**config.mk**
```make
export PLATFORM = sky130hd
export DESIGN_NAME = scaled_totalizer_unit_flat
export DESIGN_NICKNAME = d
export VERILOG_FILES = /design/src/rtl/stu_pkg.sv /design/src/rtl/stu_if.sv /design/src/rtl/stu_cfg.sv /design/src/rtl/stu_div.sv /design/src/rtl/scaled_totalizer_unit.sv /design/src/flat_wrapper.sv
export VERILOG_INCLUDE_DIRS = /design/src /design/src/rtl
export SDC_FILE = /design/constraint.sdc
export NUM_CORES = 1
export LEC_CHECK = 0
export BUFFER_PORTS_ARGS = -buffer_cell sky130_fd_sc_hd__buf_2
export CAP_MARGIN = 10
export CORE_ASPECT_RATIO = 0.9
export CORE_UTILIZATION = 35
export CTS_CLUSTER_SIZE = 24
export DETAILED_ROUTE_END_ITERATION = 16
export HOLD_SLACK_MARGIN = 0.06
export SYNTH_ARGS = -nofsm -noshare
export SYNTH_HDL_FRONTEND = slang
export SYNTH_SLANG_ARGS = --single-unit
export TNS_END_PERCENT = 50
```
**constraint.sdc**
```tcl
create_clock -name clk -period 16.9 [get_ports clk]
set_input_delay 3.38 -clock clk [delete_from_list [all_inputs] [get_ports clk]]
set_output_delay 3.38 -clock clk [all_outputs]
set_load 0.05 [all_outputs]
```
**src/rtl/scaled_totalizer_unit_assert.svh**
```systemverilog
// ----------------------------------------------------------------------------
// Assertion macros for the scaled totalizer unit
// Implication checks on the rising clock edge, disabled while in reset.
// ----------------------------------------------------------------------------
`ifndef SCALED_TOTALIZER_UNIT_ASSERT_SVH
`define SCALED_TOTALIZER_UNIT_ASSERT_SVH

// Same-cycle implication
`define STU_ASSERT_NOW(label, clk, rst_n, ante, cons) \
    label: assert property (@(posedge clk) disable iff (!rst_n) (ante) |-> (cons)) \
        else $error("stu assertion failed");

// Next-cycle implication
`define STU_ASSERT_NEXT(label, clk, rst_n, ante, cons) \
    label: assert property (@(posedge clk) disable iff (!rst_n) (ante) |=> (cons)) \
        else $error("stu assertion failed");

`endif

```
**src/rtl/stu_pkg.sv**
```systemverilog
// ----------------------------------------------------------------------------
// stu_pkg
// Types, codes and helper functions shared by the scaled totalizer unit.
// ----------------------------------------------------------------------------
`timescale 1ns / 1ps
`default_nettype none

package stu_pkg;

    // Field widths
    localparam int SAMPLE_W   = 16;
    localparam int SUM_W      = 32;
    localparam int CNT_W      = 5;
    localparam int CODE_W     = 5;
    localparam int DIV_W      = 14;  // largest divisor is 120 * 100
    localparam int CFG_IDX_W  = 3;
    localparam int CFG_DATA_W = 8;

    // Unit divisors and tick period of hours mode
    localparam int HOUR_TICKS = 30;
    localparam int HOUR_DIV   = 120;
    localparam int MIN_DIV    = 60;
    localparam int DEC_ONE    = 10;
    localparam int DEC_TWO    = 100;

    // Unit mode codes
    localparam logic [1:0] UNIT_HOURS   = 2'd0;
    localparam logic [1:0] UNIT_MINUTES = 2'd1;
    localparam logic [1:0] UNIT_SECONDS = 2'd2;

    // Resolution codes
    localparam logic [1:0] RES_ONE = 2'd1;
    localparam logic [1:0] RES_TWO = 2'd2;

    // Register indexes
    localparam logic [CFG_IDX_W-1:0] REG_UNIT_MODE  = 3'd0;
    localparam logic [CFG_IDX_W-1:0] REG_RESOLUTION = 3'd1;
    localparam logic [CFG_IDX_W-1:0] REG_SENSOR_A   = 3'd2;
    localparam logic [CFG_IDX_W-1:0] REG_SENSOR_B   = 3'd3;
    localparam logic [CFG_IDX_W-1:0] REG_ONE_CODE   = 3'd4;
    localparam logic [CFG_IDX_W-1:0] REG_TWO_CODE   = 3'd5;

    typedef enum logic [1:0] {
        FAC_1,
        FAC_10,
        FAC_100
    } factor_t;

    typedef struct packed {
        logic signed [SAMPLE_W-1:0] sample_a;
        logic signed [SAMPLE_W-1:0] sample_b;
        logic                       clear_first;
    } in_item_t;

    typedef struct packed {
        logic signed [SUM_W-1:0] shown_a;
        logic signed [SUM_W-1:0] shown_b;
        logic                    totals_updated;
    } out_item_t;

    typedef struct packed {
        logic [1:0]        unit_mode;
        logic [1:0]        resolution;
        logic [CODE_W-1:0] sensor_type_a;
        logic [CODE_W-1:0] sensor_type_b;
        logic [CODE_W-1:0] one_decimal_code;
        logic [CODE_W-1:0] two_decimal_code;
    } cfg_t;

    // Decimal factor of one channel
    function automatic factor_t stu_factor(
        input logic [1:0]        res,
        input logic [CODE_W-1:0] sensor,
        input logic [CODE_W-1:0] one_code,
        input logic [CODE_W-1:0] two_code
    );
        factor_t f;
        if (res == RES_ONE && sensor >= one_code)
            f = FAC_10;
        else if (res == RES_TWO && sensor >= two_code)
            f = FAC_100;
        else if (res == RES_TWO && sensor == one_code)
            f = FAC_10;
        else
            f = FAC_1;
        return f;
    endfunction

    // Combined divisor: unit divisor times decimal factor
    function automatic logic [DIV_W-1:0] stu_divisor(
        input logic [1:0] mode,
        input factor_t    fac
    );
        int base;
        int prod;
        case (mode)
            UNIT_HOURS:   base = HOUR_DIV;
            UNIT_MINUTES: base = MIN_DIV;
            default:      base = 1;
        endcase
        case (fac)
            FAC_10:  prod = base * DEC_ONE;
            FAC_100: prod = base * DEC_TWO;
            default: prod = base;
        endcase
        return DIV_W'(prod);
    endfunction

endpackage

`default_nettype wire

```
**src/rtl/stu_if.sv**
```systemverilog
// ----------------------------------------------------------------------------
// stu_if
// Valid/ready channels of the scaled totalizer: tick items, result items and
// configuration writes.
// ----------------------------------------------------------------------------
`timescale 1ns / 1ps
`default_nettype none

interface stu_in_if;
    import stu_pkg::*;
    logic     valid;
    logic     ready;
    in_item_t data;
    modport source (output valid, output data, input ready);
    modport sink   (input valid, input data, output ready);
endinterface

interface stu_out_if;
    import stu_pkg::*;
    logic      valid;
    logic      ready;
    out_item_t data;
    modport source (output valid, output data, input ready);
    modport sink   (input valid, input data, output ready);
endinterface

interface stu_cfg_if;
    import stu_pkg::*;
    logic                  valid;
    logic                  ready;
    logic [CFG_IDX_W-1:0]  index;
    logic [CFG_DATA_W-1:0] wdata;
    modport source (output valid, output index, output wdata, input ready);
    modport sink   (input valid, input index, input wdata, output ready);
endinterface

`default_nettype wire

```
**src/rtl/stu_cfg.sv**
```systemverilog
// ----------------------------------------------------------------------------
// stu_cfg
// Configuration register file. Writes are always taken; data is masked to
// the register width and writes past the last register are dropped.
// ----------------------------------------------------------------------------
`timescale 1ns / 1ps
`default_nettype none

module stu_cfg (
    input  wire         clk,
    input  wire         rst_n,
    stu_cfg_if.sink     cfg_ch,
    output stu_pkg::cfg_t cfg
);
    import stu_pkg::*;

    cfg_t cfg_reg;

    assign cfg_ch.ready = 1'b1;
    assign cfg          = cfg_reg;

    // Register writes
    always_ff @(posedge clk or negedge rst_n)
    begin
        if (!rst_n)
        begin
            cfg_reg <= '0;
        end
        else if (cfg_ch.valid)
        begin
            case (cfg_ch.index)
                REG_UNIT_MODE:  cfg_reg.unit_mode        <= cfg_ch.wdata[1:0];
                REG_RESOLUTION: cfg_reg.resolution       <= cfg_ch.wdata[1:0];
                REG_SENSOR_A:   cfg_reg.sensor_type_a    <= cfg_ch.wdata[CODE_W-1:0];
                REG_SENSOR_B:   cfg_reg.sensor_type_b    <= cfg_ch.wdata[CODE_W-1:0];
                REG_ONE_CODE:   cfg_reg.one_decimal_code <= cfg_ch.wdata[CODE_W-1:0];
                REG_TWO_CODE:   cfg_reg.two_decimal_code <= cfg_ch.wdata[CODE_W-1:0];
                default:        ;
            endcase
        end
    end

endmodule

`default_nettype wire

```
**src/rtl/stu_div.sv**
```systemverilog
// ----------------------------------------------------------------------------
// stu_div
// Shared signed divider, one quotient bit per cycle, truncating toward zero.
// The divisor is always positive.
// ----------------------------------------------------------------------------
`timescale 1ns / 1ps
`default_nettype none

module stu_div (
    input  wire                                 clk,
    input  wire                                 rst_n,
    input  wire                                 start,
    input  wire signed [stu_pkg::SUM_W-1:0]     dividend,
    input  wire        [stu_pkg::DIV_W-1:0]     divisor,
    output logic                                done,
    output logic signed [stu_pkg::SUM_W-1:0]    quotient
);
    import stu_pkg::*;

    typedef enum logic {
        D_IDLE,
        D_RUN
    } dstate_t;

    localparam int STEP_W = $clog2(SUM_W);

    dstate_t           state_reg;
    logic [STEP_W-1:0] step_reg;
    logic [DIV_W-1:0]  rem_reg;
    logic [DIV_W-1:0]  dsr_reg;
    logic [SUM_W-1:0]  quo_reg;
    logic              neg_reg;
    logic              done_reg;
    logic [SUM_W-1:0]  res_reg;

    logic [SUM_W-1:0]  mag;
    logic [DIV_W:0]    trial;
    logic [DIV_W:0]    diff;
    logic              ge;
    logic [SUM_W-1:0]  quo_step;

    // Magnitude of the dividend; the most negative value maps to 2^31
    assign mag = dividend[SUM_W-1] ? (~dividend + SUM_W'(1)) : dividend;

    // One restoring step
    assign trial    = {rem_reg, quo_reg[SUM_W-1]};
    assign diff     = trial - {1'b0, dsr_reg};
    assign ge       = (trial >= {1'b0, dsr_reg});
    assign quo_step = {quo_reg[SUM_W-2:0], ge};

    assign done     = done_reg;
    assign quotient = res_reg;

    always_ff @(posedge clk or negedge rst_n)
    begin
        if (!rst_n)
        begin
            state_reg <= D_IDLE;
            step_reg  <= '0;
            done_reg  <= 1'b0;
            rem_reg   <= '0;
            dsr_reg   <= '0;
            quo_reg   <= '0;
            neg_reg   <= 1'b0;
            res_reg   <= '0;
        end
        else
        begin
            done_reg <= 1'b0;
            case (state_reg)
                D_IDLE:
                begin
                    if (start)
                    begin
                        rem_reg   <= '0;
                        dsr_reg   <= divisor;
                        quo_reg   <= mag;
                        neg_reg   <= dividend[SUM_W-1];
                        step_reg  <= '0;
                        state_reg <= D_RUN;
                    end
                end
                D_RUN:
                begin
                    rem_reg  <= ge ? diff[DIV_W-1:0] : trial[DIV_W-1:0];
                    quo_reg  <= quo_step;
                    step_reg <= step_reg + 1'b1;
                    if (step_reg == STEP_W'(SUM_W - 1))
                    begin
                        res_reg   <= neg_reg ? (~quo_step + SUM_W'(1)) : quo_step;
                        done_reg  <= 1'b1;
                        state_reg <= D_IDLE;
                    end
                end
                default:
                begin
                    state_reg <= D_IDLE;
                end
            endcase
        end
    end

endmodule

`default_nettype wire

```
**src/rtl/scaled_totalizer_unit.sv**
```systemverilog
// ----------------------------------------------------------------------------
// scaled_totalizer_unit
// Two-channel flow totalizer with saturating sums and scaled shown values.
// ----------------------------------------------------------------------------
// Each tick item adds one signed sample per channel into a saturating 32-bit
// sum and divides the sum by the unit divisor times the channel's decimal
// factor, truncating toward zero. One item is worked at a time: a tick that
// adds steps through the add and divide states once per channel, using the
// shared one-bit-per-cycle divider; a tick that adds nothing (hours mode
// waiting, or unit mode 3) goes from the accept straight to the result state.
// A new item can be accepted while the last result waits in the output
// register. Configuration writes are always taken and must only be issued
// while the block is idle.
`timescale 1ns / 1ps
`default_nettype none

`include "scaled_totalizer_unit_assert.svh"

module scaled_totalizer_unit #(
    parameter int CHANNELS = 2
) (
    input  wire        clk,
    input  wire        rst_n,
    stu_in_if.sink     sample_ch,
    stu_out_if.source  result_ch,
    stu_cfg_if.sink    cfg_ch
);
    import stu_pkg::*;

    localparam int CH_W = (CHANNELS > 1) ? $clog2(CHANNELS) : 1;

    typedef enum logic [1:0] {
        S_IDLE,
        S_ADD,
        S_DIV,
        S_FIN
    } state_t;

    cfg_t cfg;

    state_t                  state_reg;
    logic [CH_W-1:0]         ch_reg;
    logic signed [SUM_W-1:0] sum_reg   [CHANNELS];
    logic signed [SUM_W-1:0] shown_reg [CHANNELS];
    logic [CNT_W-1:0]        cnt_reg;
    in_item_t                item_reg;
    logic                    upd_reg;
    logic                    out_valid_reg;
    out_item_t               out_data_reg;

    logic                    accept;
    logic [CNT_W-1:0]        cnt_eff;
    logic signed [SUM_W-1:0] cur_sum;
    logic [SAMPLE_W-1:0]     cur_smp;
    logic [CODE_W-1:0]       cur_sensor;
    logic [SUM_W:0]          wide_sum;
    logic signed [SUM_W-1:0] sat_sum;
    logic [DIV_W-1:0]        divisor;
    logic                    div_start;
    logic                    div_done;
    logic signed [SUM_W-1:0] div_q;
    logic                    out_free;
    logic signed [SUM_W-1:0] shown_b_w;

    // Configuration registers
    stu_cfg u_cfg (
        .clk    (clk),
        .rst_n  (rst_n),
        .cfg_ch (cfg_ch),
        .cfg    (cfg)
    );

    // Shared divider
    stu_div u_div (
        .clk      (clk),
        .rst_n    (rst_n),
        .start    (div_start),
        .dividend (sat_sum),
        .divisor  (divisor),
        .done     (div_done),
        .quotient (div_q)
    );

    // Handshakes
    assign sample_ch.ready = (state_reg == S_IDLE);
    assign accept          = sample_ch.valid && sample_ch.ready;
    assign result_ch.valid = out_valid_reg;
    assign result_ch.data  = out_data_reg;
    assign out_free        = !out_valid_reg || result_ch.ready;

    // Tick count as seen after an optional clear
    assign cnt_eff = sample_ch.data.clear_first ? '0 : cnt_reg;

    // Saturating add for the current channel
    assign cur_sum    = sum_reg[ch_reg];
    assign cur_smp    = (ch_reg == '0) ? item_reg.sample_a : item_reg.sample_b;
    assign cur_sensor = (ch_reg == '0) ? cfg.sensor_type_a : cfg.sensor_type_b;
    assign wide_sum   = {cur_sum[SUM_W-1], cur_sum}
                      + {{(SUM_W + 1 - SAMPLE_W){cur_smp[SAMPLE_W-1]}}, cur_smp};

    always_comb
    begin
        if (wide_sum[SUM_W] != wide_sum[SUM_W-1])
            sat_sum = wide_sum[SUM_W] ? {1'b1, {(SUM_W-1){1'b0}}}
                                      : {1'b0, {(SUM_W-1){1'b1}}};
        else
            sat_sum = wide_sum[SUM_W-1:0];
    end

    // Divisor for the current channel
    assign divisor   = stu_divisor(cfg.unit_mode,
                                   stu_factor(cfg.resolution, cur_sensor,
                                              cfg.one_decimal_code,
                                              cfg.two_decimal_code));
    assign div_start = (state_reg == S_ADD);

    // Second shown value, zero when only one channel is built
    generate
        if (CHANNELS > 1)
        begin : g_two
            assign shown_b_w = shown_reg[1];
        end
        else
        begin : g_one
            assign shown_b_w = '0;
        end
    endgenerate

    // Sequencer
    always_ff @(posedge clk or negedge rst_n)
    begin
        if (!rst_n)
        begin
            state_reg     <= S_IDLE;
            ch_reg        <= '0;
            cnt_reg       <= '0;
            upd_reg       <= 1'b0;
            out_valid_reg <= 1'b0;
            item_reg      <= '0;
            out_data_reg  <= '0;
            for (int i = 0; i < CHANNELS; i++)
            begin
                sum_reg[i]   <= '0;
                shown_reg[i] <= '0;
            end
        end
        else
        begin
            // Drop a taken result unless the next one loads this cycle
            if (out_valid_reg && result_ch.ready && (state_reg != S_FIN))
                out_valid_reg <= 1'b0;

            case (state_reg)
                S_IDLE:
                begin
                    if (accept)
                    begin
                        item_reg <= sample_ch.data;
                        ch_reg   <= '0;
                        if (sample_ch.data.clear_first)
                        begin
                            for (int i = 0; i < CHANNELS; i++)
                            begin
                                sum_reg[i]   <= '0;
                                shown_reg[i] <= '0;
                            end
                        end
                        case (cfg.unit_mode)
                            UNIT_HOURS:
                            begin
                                if (cnt_eff < CNT_W'(HOUR_TICKS))
                                begin
                                    cnt_reg   <= cnt_eff + 1'b1;
                                    upd_reg   <= 1'b0;
                                    state_reg <= S_FIN;
                                end
                                else
                                begin
                                    cnt_reg   <= CNT_W'(1);
                                    upd_reg   <= 1'b1;
                                    state_reg <= S_ADD;
                                end
                            end
                            UNIT_MINUTES, UNIT_SECONDS:
                            begin
                                cnt_reg   <= cnt_eff;
                                upd_reg   <= 1'b1;
                                state_reg <= S_ADD;
                            end
                            default:
                            begin
                                cnt_reg   <= cnt_eff;
                                upd_reg   <= 1'b0;
                                state_reg <= S_FIN;
                            end
                        endcase
                    end
                end
                S_ADD:
                begin
                    sum_reg[ch_reg] <= sat_sum;
                    state_reg       <= S_DIV;
                end
                S_DIV:
                begin
                    if (div_done)
                    begin
                        shown_reg[ch_reg] <= div_q;
                        if (ch_reg == CH_W'(CHANNELS - 1))
                        begin
                            state_reg <= S_FIN;
                        end
                        else
                        begin
                            ch_reg    <= ch_reg + 1'b1;
                            state_reg <= S_ADD;
                        end
                    end
                end
                S_FIN:
                begin
                    if (out_free)
                    begin
                        out_valid_reg               <= 1'b1;
                        out_data_reg.shown_a        <= shown_reg[0];
                        out_data_reg.shown_b        <= shown_b_w;
                        out_data_reg.totals_updated <= upd_reg;
                        state_reg                   <= S_IDLE;
                    end
                end
                default:
                begin
                    state_reg <= S_IDLE;
                end
            endcase
        end
    end

    // Checks
    `STU_ASSERT_NOW(a_div_done_in_div, clk, rst_n, div_done, state_reg == S_DIV)
    `STU_ASSERT_NOW(a_tick_count_range, clk, rst_n, 1'b1, cnt_reg <= CNT_W'(HOUR_TICKS))
    `STU_ASSERT_NEXT(a_result_load, clk, rst_n, (state_reg == S_FIN) && out_free, out_valid_reg && (state_reg == S_IDLE))

endmodule

`default_nettype wire
```
**src/flat_wrapper.sv**
```systemverilog
// flat-port wrapper written by rule: the top's interface ports become plain ports
module scaled_totalizer_unit_flat import stu_pkg::*;
#(
    parameter int CHANNELS = 2
)
  (clk, rst_n, sample_ch_valid, sample_ch_data, sample_ch_ready, result_ch_valid, result_ch_data, result_ch_ready, cfg_ch_valid, cfg_ch_index, cfg_ch_wdata, cfg_ch_ready);
  stu_in_if sample_ch_i ();
  stu_out_if result_ch_i ();
  stu_cfg_if cfg_ch_i ();
  input  wire clk;
  input  wire rst_n;
  input wire logic [$bits(sample_ch_i.valid)-1:0] sample_ch_valid;
  input wire logic [$bits(sample_ch_i.data)-1:0] sample_ch_data;
  output wire logic [$bits(sample_ch_i.ready)-1:0] sample_ch_ready;
  output wire logic [$bits(result_ch_i.valid)-1:0] result_ch_valid;
  output wire logic [$bits(result_ch_i.data)-1:0] result_ch_data;
  input wire logic [$bits(result_ch_i.ready)-1:0] result_ch_ready;
  input wire logic [$bits(cfg_ch_i.valid)-1:0] cfg_ch_valid;
  input wire logic [$bits(cfg_ch_i.index)-1:0] cfg_ch_index;
  input wire logic [$bits(cfg_ch_i.wdata)-1:0] cfg_ch_wdata;
  output wire logic [$bits(cfg_ch_i.ready)-1:0] cfg_ch_ready;
  assign sample_ch_i.valid = sample_ch_valid;
  assign sample_ch_i.data = sample_ch_data;
  assign sample_ch_ready = sample_ch_i.ready;
  assign result_ch_valid = result_ch_i.valid;
  assign result_ch_data = result_ch_i.data;
  assign result_ch_i.ready = result_ch_ready;
  assign cfg_ch_i.valid = cfg_ch_valid;
  assign cfg_ch_i.index = cfg_ch_index;
  assign cfg_ch_i.wdata = cfg_ch_wdata;
  assign cfg_ch_ready = cfg_ch_i.ready;
  scaled_totalizer_unit #(.CHANNELS(CHANNELS)) u_core (.clk(clk), .rst_n(rst_n), .sample_ch(sample_ch_i), .result_ch(result_ch_i), .cfg_ch(cfg_ch_i));
endmodule
```
==> results.sh <==
export IMPL_status="finished clean"
export IMPL_viasPerCell=5.320
export IMPL_syn_area_um2=19220
export IMPL_grt_pass1_vias=14120
export IMPL_synth_main_ff_cell="dfrtp_1"
export IMPL_pwr_share_comb_pct=54.1
export IMPL_cts_tree="done"
export IMPL_cpMostUsedCell="ha_1"
export IMPL_p_clk_share_pct=20.6
export IMPL_dp_cells=2599
export IMPL_dp_hpwl_um=31820
export IMPL_area_growth_pct=14.03
export IMPL_final_hold_viol_count=0
export IMPL_path_buf_inv=3
export IMPL_core_area_um2=54320
export IMPL_worst_pin_slew_ps=1213
export IMPL_path_delay_family="compound AO/OA/AOI/OAI gates"
export IMPL_arrival_ps=8470
export IMPL_drv_slew=0
export IMPL_layout_cells_non_filler=2674
export IMPL_cp_num_cells=27
export IMPL_leakagePower_uw=0.01014
export IMPL_synthArstFlopShare_pct=100.0
export IMPL_dr_pass1_iters=7
export IMPL_ctsResizeCount=0
export IMPL_crit_path_start_kind="register"
export IMPL_cp_required_ps=17360
export IMPL_yosysUniqueCellTypes=95
export IMPL_gp_congestion=0.8488
export IMPL_start_util_pct=35.39
export IMPL_drc_errors=0
export IMPL_cts_sinks=358
export IMPL_antenna_found_initial=0
export IMPL_ctsHoldBuffers=0
export IMPL_swShare_pct=46.54
export IMPL_largest_reg_flops=65
export IMPL_routed_wl_um=46580
export IMPL_timing_fmax_mhz=124.7
export IMPL_hold_depth=2
export IMPL_period_share_pct=47.44
export IMPL_boundaryPins=117
export IMPL_nets=2060
export IMPL_hold_class="register to register"
export IMPL_grt_pass1_wl_um=77070
export IMPL_cts_setup_buffers=0
export IMPL_path_class="register to register"
export IMPL_synth_seq_cells=358
export IMPL_synth_top_area_share_pct=46.61
export IMPL_slew_headroom_pct=18.72
export IMPL_diodes=0
export IMPL_wl_per_cell_um=17.42
export IMPL_cts_max_path_buffers=3
export IMPL_io_buffers=112
export IMPL_fin_skew_ps=41.90
export IMPL_setup_viol=0
export IMPL_power_frac_seq_pct=25.3
export IMPL_yosys_warnings=0
export IMPL_rsz0062_at_grt="no"
export IMPL_max_stage_delay_ps=640
export IMPL_die_w_um=249.0
export IMPL_grt_max_degree=168
export IMPL_critPathSlowestCell="buf_4"
export IMPL_endpoint_kind="register"
export IMPL_intPower_uw=2512
export IMPL_initialDrtViolationCount=901
export IMPL_synth_avg_cell_area_um2=10.32
export IMPL_vdd_drop_max_mv=0.1504
export IMPL_grt_ovfl_total=0
export IMPL_drtAntennaViolNets=0
export IMPL_yosys_area_top_type="dfrtp_1"
export IMPL_yosysSeqAreaShare_pct=46.61
export IMPL_min_period_ps=8018
export IMPL_whs_ps=474.9
export IMPL_insertion_delay_ps=590
export IMPL_fin_ws_ps=8882
export IMPL_p_total_uw=4699
export IMPL_maxCapViolations=0
export IMPL_dieArea_um2=55860
export IMPL_synthTopCellsByCount="dfrtp_1 (358), nand2_1 (245), mux2_2 (182), o21ai_0 (179), a21oi_1 (93)"
export IMPL_die_h_um=224.3
export IMPL_syn_num_nets=1984
export IMPL_power_density_nw_per_um2=214.4
export IMPL_cts_inserted_buffers=42
export IMPL_worstRegToRegCells=27
export IMPL_h_tree_depth=2
export IMPL_synth_area_top_cells="dfrtp_1 (47%), mux2_2 (11%), nand2_1 (4.8%)"
export IMPL_drive_gt1_share_pct=22.30
export IMPL_grtUsageTotal_pct=16.92
export IMPL_pre_cts_ws_ps=8960
export IMPL_num_rows=81
export IMPL_syn_instance_count=1862
export IMPL_cts_root_buf="clkbuf_16"
export IMPL_p_sw_uw=2187
export IMPL_synth_edf_count=0
export IMPL_clk_pin_slew_ps=60
export IMPL_vias=14230
export IMPL_synth_most_common_cell="dfrtp_1"
export IMPL_cp_max_fo=58
export IMPL_setup_tns_final_ps=0
[stage by stage]
stage	cell area, µm²	utilization [%]
floorplan	19220	-
global placement	20430	37.62
detailed placement	20430	37.62
CTS	21920	40.35
global route	21920	40.35
finish	21920	40.35
[power groups by stage]
stage	logic, µW	clock network (µW)	registers, µW
after CTS	2520	995	1190
after floorplan	1940	0	1150
after global placement	2460	0	1190
after global routing	2810	1030	1220
after detailed placement	2510	0	1200
final	2540	966	1190
[cell usage in the layout, fill, tap and decap left out, drive strengths merged, types with 11 or more instances in the layout]
cell,count
mux2i,13
buf,130
and3,13
ha,71
nor2,61
or3,16
nor3,32
mux2,182
clkbuf,57
xor2,54
a21o,12
inv,65
a21oi,101
a31oi,11
nand4,17
xnor2,35
a22o,86
nor2b,13
dfrtp,358
nand3,30
nand2,246
o21ai,197
o31ai,17
[kinds of logic after synthesis]
family,after synthesis,share of synthesized area (%)
adder cells (fa/ha/maj),73,4.830
XOR/XNOR,89,4.055
buffers and inverters,162,3.404
AND/OR/NAND/NOR,478,12.21
multiplexers,195,11.34
AO/OA/AOI/OAI,506,17.54
other,1,0.01951
flip-flops,358,46.61
[final timing paths]
kind,from,end,slack (ps)
max,u_core.ch_reg,u_core.u_div.quo_reg[24],8880
min in group asynchronous,rst_n,u_core.result_ch.data[44],2860
min,u_core.sum_reg[17],u_core.sum_reg[17],470
max in group asynchronous,rst_n,u_core.item_reg[31],12440
min reg2reg,u_core.sum_reg[17],u_core.sum_reg[17],470
max reg2reg,u_core.ch_reg,u_core.u_div.quo_reg[24],8880
[per-layer routing]
metal | wire length [µm] | share of wire, % | track usage [%]
met4 | 1140 | 2.4 | 5.416
met5 | 0 | 0 | 0
met3 | 2140 | 4.6 | 2.858
met1 | 23250 | 50 | 24.46
met2 | 20050 | 43 | 25.74
[tightest hold or removal path, stage by stage (launching register included)]
cell and delay (ps):
dfrtp_1 340, nand2_1 50, o21ai_0 60
[cell type report]
| cell class | instances | area [µm²] |
|---|---|---|
| multi-input combinational | 1342 | 9632 |
| timing repair buffer | 130 | 718.2 |
| inverter | 64 | 240.2 |
| tap | 705 | 882.1 |
| fill | 5250 | 32400 |
| clock inverter | 18 | 317.8 |
| clock buffer | 57 | 1167 |
| sequential | 358 | 8961 |
(Power assumes the default switching activity.)
